**config.mk**
```make
export PLATFORM = sky130hd
export DESIGN_NAME = dct_ortho_normalize_scaler_core
export DESIGN_NICKNAME = d
export VERILOG_FILES = /design/src/rtl/dons_pkg.sv /design/src/rtl/dons_arith.sv /design/src/rtl/dct_ortho_normalize_scaler_core.sv
export SDC_FILE = /design/constraint.sdc
export NUM_CORES = 2
export LEC_CHECK = 0
export BUFFER_PORTS_ARGS = -buffer_cell sky130_fd_sc_hd__buf_2
export CORE_ASPECT_RATIO = 0.75
export CORE_MARGIN = 4
export CORE_UTILIZATION = 40
export CTS_BUF_LIST = sky130_fd_sc_hd__clkbuf_4 sky130_fd_sc_hd__clkbuf_8
export DETAILED_ROUTE_END_ITERATION = 8
export PLACE_DENSITY = 0.59
export RECOVER_POWER = 50
export SETUP_SLACK_MARGIN = 0.1
export SLEW_MARGIN = 20
export SYNTH_ARGS = -nofsm -noshare
export SYNTH_HDL_FRONTEND = slang
export SYNTH_SLANG_ARGS = --single-unit
```
**constraint.sdc**
```tcl
create_clock -name clk -period 22.7 [get_ports clk]
set_input_delay 4.54 -clock clk [delete_from_list [all_inputs] [get_ports clk]]
set_output_delay 4.54 -clock clk [all_outputs]
set_load 0.03 [all_outputs]
```
**src/rtl/dons_pkg.sv**
```systemverilog
`timescale 1ns / 1ps
// ----------------------------------------------------------------------------
// dons_pkg
// Shared constants and types for the orthonormal DCT scaling core.
// ----------------------------------------------------------------------------
package dons_pkg;

	localparam int MAX_RANK_DEF  = 4;
	localparam int SIZE_BITS_DEF = 12;

	// Width of an axis length as written to the configuration registers.
	localparam int SIZE_W = 13;
	localparam int CFG_W  = 13;
	localparam int IDX_W  = 3;

	// Configuration register indexes.
	localparam logic [IDX_W-1:0] REG_RANK    = 3'd0;
	localparam logic [IDX_W-1:0] REG_SIZE0   = 3'd1;
	localparam logic [IDX_W-1:0] REG_SIZE1   = 3'd2;
	localparam logic [IDX_W-1:0] REG_SIZE2   = 3'd3;
	localparam logic [IDX_W-1:0] REG_SIZE3   = 3'd4;
	localparam logic [IDX_W-1:0] REG_ORTHO   = 3'd5;
	localparam logic [IDX_W-1:0] REG_FORWARD = 3'd6;

	typedef struct packed {
		logic        start;
		logic        fwd;
		logic [31:0] x;
	} dons_req_t;

	typedef struct packed {
		logic        done;
		logic [31:0] y;
	} dons_rsp_t;

endpackage

```
**src/rtl/dons_arith.sv**
```systemverilog
`timescale 1ns / 1ps
// ----------------------------------------------------------------------------
// dons_arith
// Sequenced fp32 datapath: builds the scale factor axis by axis, takes its
// square root by a two-bit-per-cycle recurrence, then divides the element by
// it one quotient bit per cycle or multiplies it, and rounds the result.
// ----------------------------------------------------------------------------
module dons_arith import dons_pkg::*; #(
	parameter int MAX_RANK = MAX_RANK_DEF
) (
	input  logic                clk,
	input  logic                arst_n,
	input  dons_req_t           req,
	input  logic [MAX_RANK-1:0] norm,
	input  logic [MAX_RANK-1:0] czero,
	input  logic [SIZE_W-1:0]   size_eff [MAX_RANK],
	input  logic                ack,
	output dons_rsp_t           rsp
);

	localparam int AXW = (MAX_RANK > 1) ? $clog2(MAX_RANK) : 1;
	localparam logic [AXW-1:0] AX_LAST = AXW'(MAX_RANK - 1);

	localparam logic [3:0] S_IDLE  = 4'd0;
	localparam logic [3:0] S_FACT  = 4'd1;
	localparam logic [3:0] S_FNORM = 4'd2;
	localparam logic [3:0] S_XCLS  = 4'd3;
	localparam logic [3:0] S_XNORM = 4'd4;
	localparam logic [3:0] S_SQRT  = 4'd5;
	localparam logic [3:0] S_SRND  = 4'd6;
	localparam logic [3:0] S_DIV   = 4'd7;
	localparam logic [3:0] S_MUL   = 4'd8;
	localparam logic [3:0] S_PACK  = 4'd9;
	localparam logic [3:0] S_DONE  = 4'd10;

	logic [3:0]          state_q;
	logic [AXW-1:0]      ax_q;
	logic [MAX_RANK-1:0] norm_q, czero_q;
	logic [SIZE_W-1:0]   size_q [MAX_RANK];
	logic                fwd_q;
	logic [31:0]         x_q;
	logic [23:0]         fm_q;
	logic signed [7:0]   fe_q;
	logic [36:0]         prod_q;
	logic [23:0]         mx_q;
	logic signed [10:0]  ex_q;
	logic [49:0]         nsr_q;
	logic [24:0]         root_q;
	logic [27:0]         rem_q;
	logic [23:0]         sm_q;
	logic signed [10:0]  se_q;
	logic [4:0]          cnt_q;
	logic [26:0]         quo_q;
	logic [47:0]         w_q;
	logic signed [10:0]  e2_q;
	logic                stk_q;
	logic [31:0]         y_q;

	// Normalisation of the factor product.
	logic [3:0]  f_sh;
	logic [36:0] f_t, f_mask;
	logic [24:0] f_m;
	logic        f_rb, f_st;
	logic [23:0] f_fm;
	logic [3:0]  f_einc;

	always_comb begin
		f_sh = 4'd0;
		for (int i = 0; i < 14; i++) begin
			if (prod_q[23 + i]) f_sh = 4'(i);
		end
		f_t    = '0;
		f_mask = '0;
		f_rb   = 1'b0;
		f_st   = 1'b0;
		f_m    = {1'b0, prod_q[23:0]};
		if (f_sh != 4'd0) begin
			f_t    = prod_q >> (f_sh - 4'd1);
			f_mask = (37'h1 << (f_sh - 4'd1)) - 37'h1;
			f_rb   = f_t[0];
			f_st   = |(prod_q & f_mask);
			f_m    = {1'b0, f_t[24:1]} + 25'(f_rb & (f_st | f_t[1]));
		end
		if (f_m[24]) begin
			f_fm   = f_m[24:1];
			f_einc = f_sh + 4'd1;
		end else begin
			f_fm   = f_m[23:0];
			f_einc = f_sh;
		end
	end

	// One step of the square-root recurrence.
	logic [27:0] sq_rem2, sq_trial;
	logic        sq_ge;

	always_comb begin
		sq_rem2  = {rem_q[25:0], nsr_q[49:48]};
		sq_trial = {1'b0, root_q, 2'b01};
		sq_ge    = sq_rem2 >= sq_trial;
	end

	// Rounding of the root.
	logic [24:0] sr_q;

	always_comb begin
		sr_q = {1'b0, root_q[24:1]}
			+ 25'(root_q[0] & ((rem_q != '0) | root_q[1]));
	end

	// One step of the division recurrence.
	logic [25:0] dv_rem;
	logic        dv_ge;
	logic [25:0] dv_rn;
	logic [26:0] dv_quo;

	always_comb begin
		dv_rem = rem_q[25:0];
		dv_ge  = dv_rem >= {2'b0, sm_q};
		dv_rn  = dv_ge ? (dv_rem - {2'b0, sm_q}) : dv_rem;
		dv_quo = {quo_q[25:0], dv_ge};
	end

	// Final rounding and packing, subnormal results included.
	logic [47:0]        pk_w, pk_sft, pk_mask;
	logic signed [10:0] pk_e, pk_be, pk_sh;
	logic [30:0]        pk_base, pk_sum;
	logic [23:0]        pk_m;
	logic               pk_rb, pk_st, pk_lost;
	logic [31:0]        pk_y;

	always_comb begin
		pk_w    = w_q[47] ? w_q : {w_q[46:0], 1'b0};
		pk_e    = w_q[47] ? e2_q : e2_q - 11'sd1;
		pk_be   = pk_e + 11'sd174;
		pk_sh   = 11'sd1 - pk_be;
		pk_sft  = '0;
		pk_mask = '0;
		pk_lost = 1'b0;
		pk_base = '0;
		pk_m    = '0;
		pk_rb   = 1'b0;
		pk_st   = 1'b0;
		if (pk_be >= 11'sd1) begin
			pk_base = {pk_be[7:0] - 8'd1, 23'b0};
			pk_m    = pk_w[47:24];
			pk_rb   = pk_w[23];
			pk_st   = (|pk_w[22:0]) | stk_q;
		end else if (pk_sh < 11'sd26) begin
			pk_sft  = pk_w >> pk_sh[4:0];
			pk_mask = (48'h1 << pk_sh[4:0]) - 48'h1;
			pk_lost = |(pk_w & pk_mask);
			pk_m    = pk_sft[47:24];
			pk_rb   = pk_sft[23];
			pk_st   = (|pk_sft[22:0]) | pk_lost | stk_q;
		end
		pk_sum = pk_base + {7'b0, pk_m} + 31'(pk_rb & (pk_st | pk_m[0]));
		if (pk_be >= 11'sd255) begin
			pk_y = {x_q[31], 8'hFF, 23'b0};
		end else begin
			pk_y = {x_q[31], pk_sum};
		end
	end

	logic [7:0] xc_e;
	assign xc_e = x_q[30:23];

	always_ff @(posedge clk or negedge arst_n) begin
		if (!arst_n) begin
			state_q <= S_IDLE;
		end else begin
			case (state_q)
				S_IDLE: begin
					if (req.start) state_q <= S_FACT;
				end
				S_FACT: begin
					if (norm_q[ax_q]) state_q <= S_FNORM;
					else if (ax_q == AX_LAST) state_q <= S_XCLS;
				end
				S_FNORM: begin
					state_q <= (ax_q == AX_LAST) ? S_XCLS : S_FACT;
				end
				S_XCLS: begin
					if (xc_e == 8'hFF || x_q[30:0] == '0) state_q <= S_DONE;
					else state_q <= S_XNORM;
				end
				S_XNORM: begin
					if (mx_q[23]) state_q <= S_SQRT;
				end
				S_SQRT: begin
					if (cnt_q == 5'd24) state_q <= S_SRND;
				end
				S_SRND: begin
					state_q <= fwd_q ? S_DIV : S_MUL;
				end
				S_DIV: begin
					if (cnt_q == 5'd26) state_q <= S_PACK;
				end
				S_MUL: begin
					state_q <= S_PACK;
				end
				S_PACK: begin
					state_q <= S_DONE;
				end
				S_DONE: begin
					if (ack) state_q <= S_IDLE;
				end
				default: begin
					state_q <= S_IDLE;
				end
			endcase
		end
	end

	always_ff @(posedge clk) begin
		case (state_q)
			S_IDLE: begin
				norm_q  <= norm;
				czero_q <= czero;
				size_q  <= size_eff;
				fwd_q   <= req.fwd;
				x_q     <= req.x;
				fm_q    <= 24'h800000;
				fe_q    <= -8'sd23;
				ax_q    <= '0;
			end
			S_FACT: begin
				if (norm_q[ax_q]) begin
					prod_q <= {13'b0, fm_q} * {24'b0, size_q[ax_q]};
					fe_q   <= fe_q + (czero_q[ax_q] ? 8'sd2 : 8'sd1);
				end else if (ax_q != AX_LAST) begin
					ax_q <= ax_q + 1'b1;
				end
			end
			S_FNORM: begin
				fm_q <= f_fm;
				fe_q <= fe_q + 8'(f_einc);
				if (ax_q != AX_LAST) ax_q <= ax_q + 1'b1;
			end
			S_XCLS: begin
				// NaN is quietened; infinities and zeros pass unchanged.
				if (xc_e == 8'hFF && x_q[22:0] != '0) y_q <= x_q | 32'h0040_0000;
				else y_q <= x_q;
				if (xc_e == 8'd0) begin
					mx_q <= {1'b0, x_q[22:0]};
					ex_q <= -11'sd149;
				end else begin
					mx_q <= {1'b1, x_q[22:0]};
					ex_q <= $signed({3'b0, xc_e}) - 11'sd150;
				end
			end
			S_XNORM: begin
				if (mx_q[23]) begin
					// Even exponent so that the root has exactly 25 bits.
					if (fe_q[0]) begin
						nsr_q <= {1'b0, fm_q, 25'b0};
						se_q  <= 11'((fe_q - 8'sd25) >>> 1) + 11'sd1;
					end else begin
						nsr_q <= {fm_q, 26'b0};
						se_q  <= 11'((fe_q - 8'sd26) >>> 1) + 11'sd1;
					end
					root_q <= '0;
					rem_q  <= '0;
					cnt_q  <= '0;
				end else begin
					mx_q <= {mx_q[22:0], 1'b0};
					ex_q <= ex_q - 11'sd1;
				end
			end
			S_SQRT: begin
				rem_q  <= sq_ge ? (sq_rem2 - sq_trial) : sq_rem2;
				root_q <= {root_q[23:0], sq_ge};
				nsr_q  <= {nsr_q[47:0], 2'b00};
				cnt_q  <= cnt_q + 5'd1;
			end
			S_SRND: begin
				sm_q  <= sr_q[24] ? 24'h800000 : sr_q[23:0];
				se_q  <= se_q + 11'(sr_q[24]);
				rem_q <= {4'b0, mx_q};
				quo_q <= '0;
				cnt_q <= '0;
			end
			S_DIV: begin
				rem_q <= {1'b0, dv_rn, 1'b0};
				quo_q <= dv_quo;
				cnt_q <= cnt_q + 5'd1;
				if (cnt_q == 5'd26) begin
					w_q   <= {dv_quo, 21'b0};
					e2_q  <= ex_q - se_q - 11'sd47;
					stk_q <= dv_rn != '0;
				end
			end
			S_MUL: begin
				w_q   <= {24'b0, mx_q} * {24'b0, sm_q};
				e2_q  <= ex_q + se_q;
				stk_q <= 1'b0;
			end
			S_PACK: begin
				y_q <= pk_y;
			end
			default: begin
			end
		endcase
	end

	assign rsp.done = (state_q == S_DONE);
	assign rsp.y    = y_q;

endmodule

```
**src/rtl/dct_ortho_normalize_scaler_core.sv**
```systemverilog
`timescale 1ns / 1ps
// ----------------------------------------------------------------------------
// dct_ortho_normalize_scaler_core
// Scales a row-major stream of fp32 tensor elements for orthonormal DCT use.
// ----------------------------------------------------------------------------
// One element is worked on at a time, and sample_stall stays high until its
// result has moved into the output register. The factor is built axis by
// axis, a subnormal input is normalised, a square-root recurrence runs, then
// a division recurrence in forward mode or one multiply otherwise, and a
// rounding step. NaN, infinite and zero elements skip the arithmetic. The
// finished result waits in the output register, so the next element can be
// accepted while it is still stalled.
module dct_ortho_normalize_scaler_core import dons_pkg::*; #(
	parameter int MAX_RANK  = MAX_RANK_DEF,
	parameter int SIZE_BITS = SIZE_BITS_DEF
) (
	input  logic             clk,
	input  logic             arst_n,
	input  logic             sample_valid,
	output logic             sample_stall,
	input  logic [31:0]      sample_in,
	output logic             result_valid,
	input  logic             result_stall,
	output logic [31:0]      sample_out,
	output logic             tensor_end,
	input  logic             cfg_valid,
	output logic             cfg_ready,
	input  logic [IDX_W-1:0] cfg_index,
	input  logic [CFG_W-1:0] cfg_data
);

	localparam logic [SIZE_W-1:0] MAX_SIZE = SIZE_W'(1 << SIZE_BITS);

	logic [2:0]          rank_q;
	logic [SIZE_W-1:0]   size_q [4];
	logic [3:0]          ortho_q;
	logic                fwd_q;
	logic [SIZE_BITS-1:0] coord_q [MAX_RANK];
	logic                busy_q;
	logic                tend_q;
	logic                res_valid_q;
	logic [31:0]         sample_out_q;
	logic                tensor_end_q;

	logic [2:0]          rank_eff;
	logic [SIZE_W-1:0]   size_eff [MAX_RANK];
	logic [MAX_RANK-1:0] used, norm, czero, adv, wrap;
	logic                carry;
	logic                accept, move;
	dons_req_t           req;
	dons_rsp_t           rsp;

	always_comb begin
		if (rank_q == 3'd0) rank_eff = 3'd1;
		else if (rank_q > 3'(MAX_RANK)) rank_eff = 3'(MAX_RANK);
		else rank_eff = rank_q;
		for (int k = 0; k < MAX_RANK; k++) begin
			if (size_q[k] == '0) size_eff[k] = SIZE_W'(1);
			else if (size_q[k] > MAX_SIZE) size_eff[k] = MAX_SIZE;
			else size_eff[k] = size_q[k];
			used[k]  = 3'(k) < rank_eff;
			norm[k]  = used[k] & ortho_q[k];
			czero[k] = coord_q[k] == '0;
			wrap[k]  = (SIZE_W'(coord_q[k]) + SIZE_W'(1)) >= size_eff[k];
		end
		// Odometer carry ripples from the fastest axis in use upwards.
		carry = 1'b1;
		for (int k = MAX_RANK - 1; k >= 0; k--) begin
			adv[k] = used[k] & carry;
			if (used[k]) carry = carry & wrap[k];
		end
	end

	assign accept       = sample_valid & !sample_stall;
	assign move         = rsp.done & (!res_valid_q | !result_stall);
	assign sample_stall = busy_q;
	assign cfg_ready    = 1'b1;

	assign req.start = accept;
	assign req.fwd   = fwd_q;
	assign req.x     = sample_in;

	dons_arith #(
		.MAX_RANK (MAX_RANK)
	) u_arith (
		.clk      (clk),
		.arst_n   (arst_n),
		.req      (req),
		.norm     (norm),
		.czero    (czero),
		.size_eff (size_eff),
		.ack      (move),
		.rsp      (rsp)
	);

	always_ff @(posedge clk or negedge arst_n) begin
		if (!arst_n) begin
			rank_q      <= 3'd1;
			for (int k = 0; k < 4; k++) size_q[k] <= SIZE_W'(1);
			ortho_q     <= '0;
			fwd_q       <= 1'b1;
			for (int k = 0; k < MAX_RANK; k++) coord_q[k] <= '0;
			busy_q      <= 1'b0;
			res_valid_q <= 1'b0;
		end else begin
			if (cfg_valid && cfg_ready) begin
				case (cfg_index)
					REG_RANK:    rank_q    <= cfg_data[2:0];
					REG_SIZE0:   size_q[0] <= cfg_data;
					REG_SIZE1:   size_q[1] <= cfg_data;
					REG_SIZE2:   size_q[2] <= cfg_data;
					REG_SIZE3:   size_q[3] <= cfg_data;
					REG_ORTHO:   ortho_q   <= cfg_data[3:0];
					REG_FORWARD: fwd_q     <= cfg_data[0];
					default: begin
					end
				endcase
			end
			if (accept) begin
				busy_q <= 1'b1;
				for (int k = 0; k < MAX_RANK; k++) begin
					if (adv[k]) begin
						coord_q[k] <= wrap[k] ? '0 : coord_q[k] + 1'b1;
					end
				end
			end else if (move) begin
				busy_q <= 1'b0;
			end
			if (move) res_valid_q <= 1'b1;
			else if (!result_stall) res_valid_q <= 1'b0;
		end
	end

	always_ff @(posedge clk) begin
		if (accept) tend_q <= carry;
		if (move) begin
			sample_out_q <= rsp.y;
			tensor_end_q <= tend_q;
		end
	end

	assign result_valid = res_valid_q;
	assign sample_out   = sample_out_q;
	assign tensor_end   = tensor_end_q;

endmodule
```
==> qor.csv <==
stage,metric,value,unit
clock_tree,CTS Hold Buffers Added,0,
final_layout,number of nets at the end of the flow,8384,
clock_tree,cell chosen for the clock root,clkbuf_8,
clock_tree,TritonCTS Sinks,583,
critical_path,FF-to-FF End,u_arith.prod_q[35],
clock_tree,clock-pin slew of the registers on the worst-case setup and hold paths,0.06,ns
synthesis,"Avg Cell Area, Syn",9.33,um2
critical_path,capturing element of the worst setup path,u_arith.prod_q[35],
global_routing,GRT Residual Overflow,0,
detailed_routing,DRC viols,0,
synthesis,dominant cells by area after synthesis,"fa_1, edfxtp_1, ha_1",
global_routing,via count of the first global-routing pass,53700,
final_layout,area delta synth->final,7.60,%
min_path,type of the tightest min-delay check,reg -> reg,
final_layout,layout cells sized above 1,7.92,%
synthesis,number of synthesized flops with an enable pin,469,
floorplanning,count of pins on the block boundary,89,
timing,minimum hold slack,0.401,ns
detailed_routing,DR WL/cell,21.7,um
critical_path,data required time of the worst path,23.26,ns
floorplanning,row count,130,
flow_run,max-cap violations,14,
critical_path,start point of the critical path,u_arith.ax_q[0],
detailed_routing,total via count after detailed routing,52600,
floorplanning,horizontal die dimension,482,um
timing,setup violation total in the final timing report,0,
detailed_routing,per-cell via count in the routed design,5.54,
global_routing,GRT Total Usage,23.6,%
critical_path,worst stage delay on the critical path,1.12,ns
floorplanning,starting density of the core,40.2,%
critical_path,Worst R2R Start,u_arith.ax_q[0],
synthesis,Syn Inst Count,7227,
global_routing,largest net degree at the start of global routing,76,
clock_tree,clock buffer count from CTS,105,
place,placer congestion estimate,0.935,
timing,final max-slew violation count,556,
detailed_routing,final WL,206000,um
critical_path,instance count on the critical path,25,
timing,Max-Slew Margin vs Limit,-124,%
critical_path,CP startpoint kind,flop,
synthesis,leading register cell type out of synthesis,edfxtp_1,
synthesis,sequential fraction of the synthesis area,25.1,%
place,estimated wirelength of the detail-placed design,156000,um
detailed_routing,First-pass DRT Iterations,8,
synthesis,number of distinct standard cells referenced by the synthesized netlist,106,
clock_tree,cts repair resizes,0,
detailed_routing,number of DRC violations after detailed-routing iteration 0,4925,
timing,Fin Setup TNS,0,ns
clock_tree,H-tree level count,3,
critical_path,FF-to-FF path depth,25,
status,run status,"finished, violations left",
critical_path,count of buffer and inverter cells on the critical path,5,
final_layout,fin area,72500,um2
timing,maximum achievable frequency,108,MHz
synthesis,proportion of synthesized flip-flops having asynchronous set or reset,19.6,%
place,Placed Area,70100,um2
synthesis,Synth area leader,fa_1,
detailed_routing,antenna-violating nets left,0,
place,count of input and output buffers,87,
floorplanning,area of the die,175000,um2
floorplanning,overall die height,363,um
timing,clock period minus worst slack,9.24,ns
critical_path,slowest cell on the critical path,clkbuf_1,
critical_path,flop-to-flop setup slack,13.46,ns
timing,final count of hold timing violations,0,
timing,worst clock skew,0.0602,ns
critical_path,path type of the worst setup path,reg -> reg,
timing,RSZ-0062 raised after global routing,false,
synthesis,Syn Std Cell Area,67400,um2
min_path,WHS Path Cells,0,
synthesis,top-area cell type share of the netlist area,21.7,%
critical_path,CP Data Arrival Time,9.81,ns
clock_tree,clock tree from TritonCTS,yes,
critical_path,most common cell type on the critical path,fa_1,
clock_tree,number of setup buffers added after CTS,0,
status,failing checks,"capacitance limit, slew limit",
timing,ratio of final minimum period to clock period,40.7,%
floorplanning,Core Area,168000,um2
synthesis,net count of the mapped netlist,8451,
critical_path,nature of the critical path endpoint,flop,
critical_path,"critical path fanouts, max",24,
global_routing,first-pass GRT wire length,322000,um
clock_tree,Max clock buf depth,3,
synthesis,warnings from Yosys,0,
critical_path,cell family contributing the most delay on the critical path,adder cells,
synthesis,flop and latch count out of synthesis,583,
timing,slew at the pin closest to its max-slew limit,3.36,ns
global_routing,initial antenna violation count,7,
clock_tree,clock insertion delay at the later pin of the skew report,0.85,ns
[state kept, by name, summed over array words and instances, names as in the netlist, 5 cells and up]
signal / cells
coord_q: 48
sample_out: 32
size_q: 52
u_arith.cnt_q: 5
u_arith.e2_q: 11
u_arith.ex_q: 11
u_arith.fe_q: 8
u_arith.fm_q: 24
u_arith.mx_q: 24
u_arith.nsr_q: 25
u_arith.prod_q: 37
u_arith.quo_q: 26
u_arith.rem_q: 28
u_arith.root_q: 25
u_arith.se_q: 11
u_arith.size_q: 52
u_arith.sm_q: 24
u_arith.w_q: 48
u_arith.x_q: 32
u_arith.y_q: 32
[layer usage]
metal | GRT usage [%] | up-vias | wire length [um]
met4 | 6.24 | 6 | 5610
met3 | 4.19 | 298 | 16000
met2 | 35.2 | 1972 | 87700
met5 | 0 | - | 41
met1 | 35.0 | 26400 | 96500
li1 | - | 23900 | -
[Yosys cell counts (all sizes together), types with 49 or more instances]
master and instances:
clkbuf 308, nor4 56, dfrtp 108, o21ai 361, nor3 105, nand2 979, mux2i 224, and3 67
edfxtp 469, fa 729, nor2 384, nand2b 74, a21oi 231, ha 442, xnor2 211, a21o 67
a211oi 49, and2 409, mux2 94, xor2 87, buf 54, nand3 86, inv 992
[layout by cell type, fill, tap and decap left out, types with 86 or more instances in the layout]
cell type	netlist	routed
nand3_1	86	86
and2_1	408	403
xnor2_1	211	208
ha_1	442	442
mux2i_1	224	224
edfxtp_1	469	469
o21ai_0	354	353
mux2_2	94	94
nand2_1	979	975
nor2_1	383	379
clkbuf_8	0	112
buf_2	18	86
nor3_1	103	101
fa_1	729	729
a21oi_1	230	228
xor2_1	86	86
dfrtp_1	108	108
inv_1	989	988
[final cells by class]
class | count | area [um2]
antenna | 5 | 12.5
clock buffer | 142 | 1770
clock inverter | 57 | 626
fill | 16400 | 95000
inverter | 997 | 3740
multi-input combinational | 5285 | 45400
sequential | 583 | 16900
tap | 2244 | 2810
timing repair buffer | 188 | 1180
[through the flow]
| stage | instances | util (%) | worst slack, ns |
|---|---|---|---|
| 2_1_floorplan | 7227 | - | 15.01 |
| 3_3_place_gp | 9292 | 41.8 | 13.77 |
| 3_5_place_dp | 9292 | 41.8 | 13.72 |
| 4_1_cts | 9491 | 43.3 | 13.71 |
| 5_1_grt | 9497 | 43.3 | 12.97 |
| 6_report | 9501 | 43.3 | 13.46 |
[logic make-up (layout without fill, tap and decap cells)]
| group | Yosys count | count (layout) | share of synthesized area [%] |
|---|---|---|---|
| fa+ha+maj | 1172 | 1172 | 29.9 |
| compound gates | 1082 | 1082 | 10.2 |
| mux | 357 | 357 | 6.20 |
| other cells | 1 | 6 | 0.00556 |
| xor+xnor | 300 | 300 | 3.97 |
| flops | 583 | 583 | 25.1 |
| buf+inv | 1359 | 1384 | 7.65 |
| simple gates | 2373 | 2373 | 17.0 |
[how the worst min path moves through the flow]
stage | startpoint | endpoint | slack, ns
finish | u_arith.y_q[3] | sample_out[3] | 0.40
global route | u_arith.y_q[3] | sample_out[3] | 0.42
CTS | u_arith.y_q[28] | sample_out[28] | 0.40
detailed placement | u_arith.y_q[13] | sample_out[13] | 0.41
global placement | u_arith.y_q[31] | sample_out[31] | 0.40
floorplan | u_arith.y_q[0] | sample_out[0] | 0.40
Power is left out: the tool's default activity adds up to more than one toggle a clock period on the data nets, which glitch-free logic cannot reach.
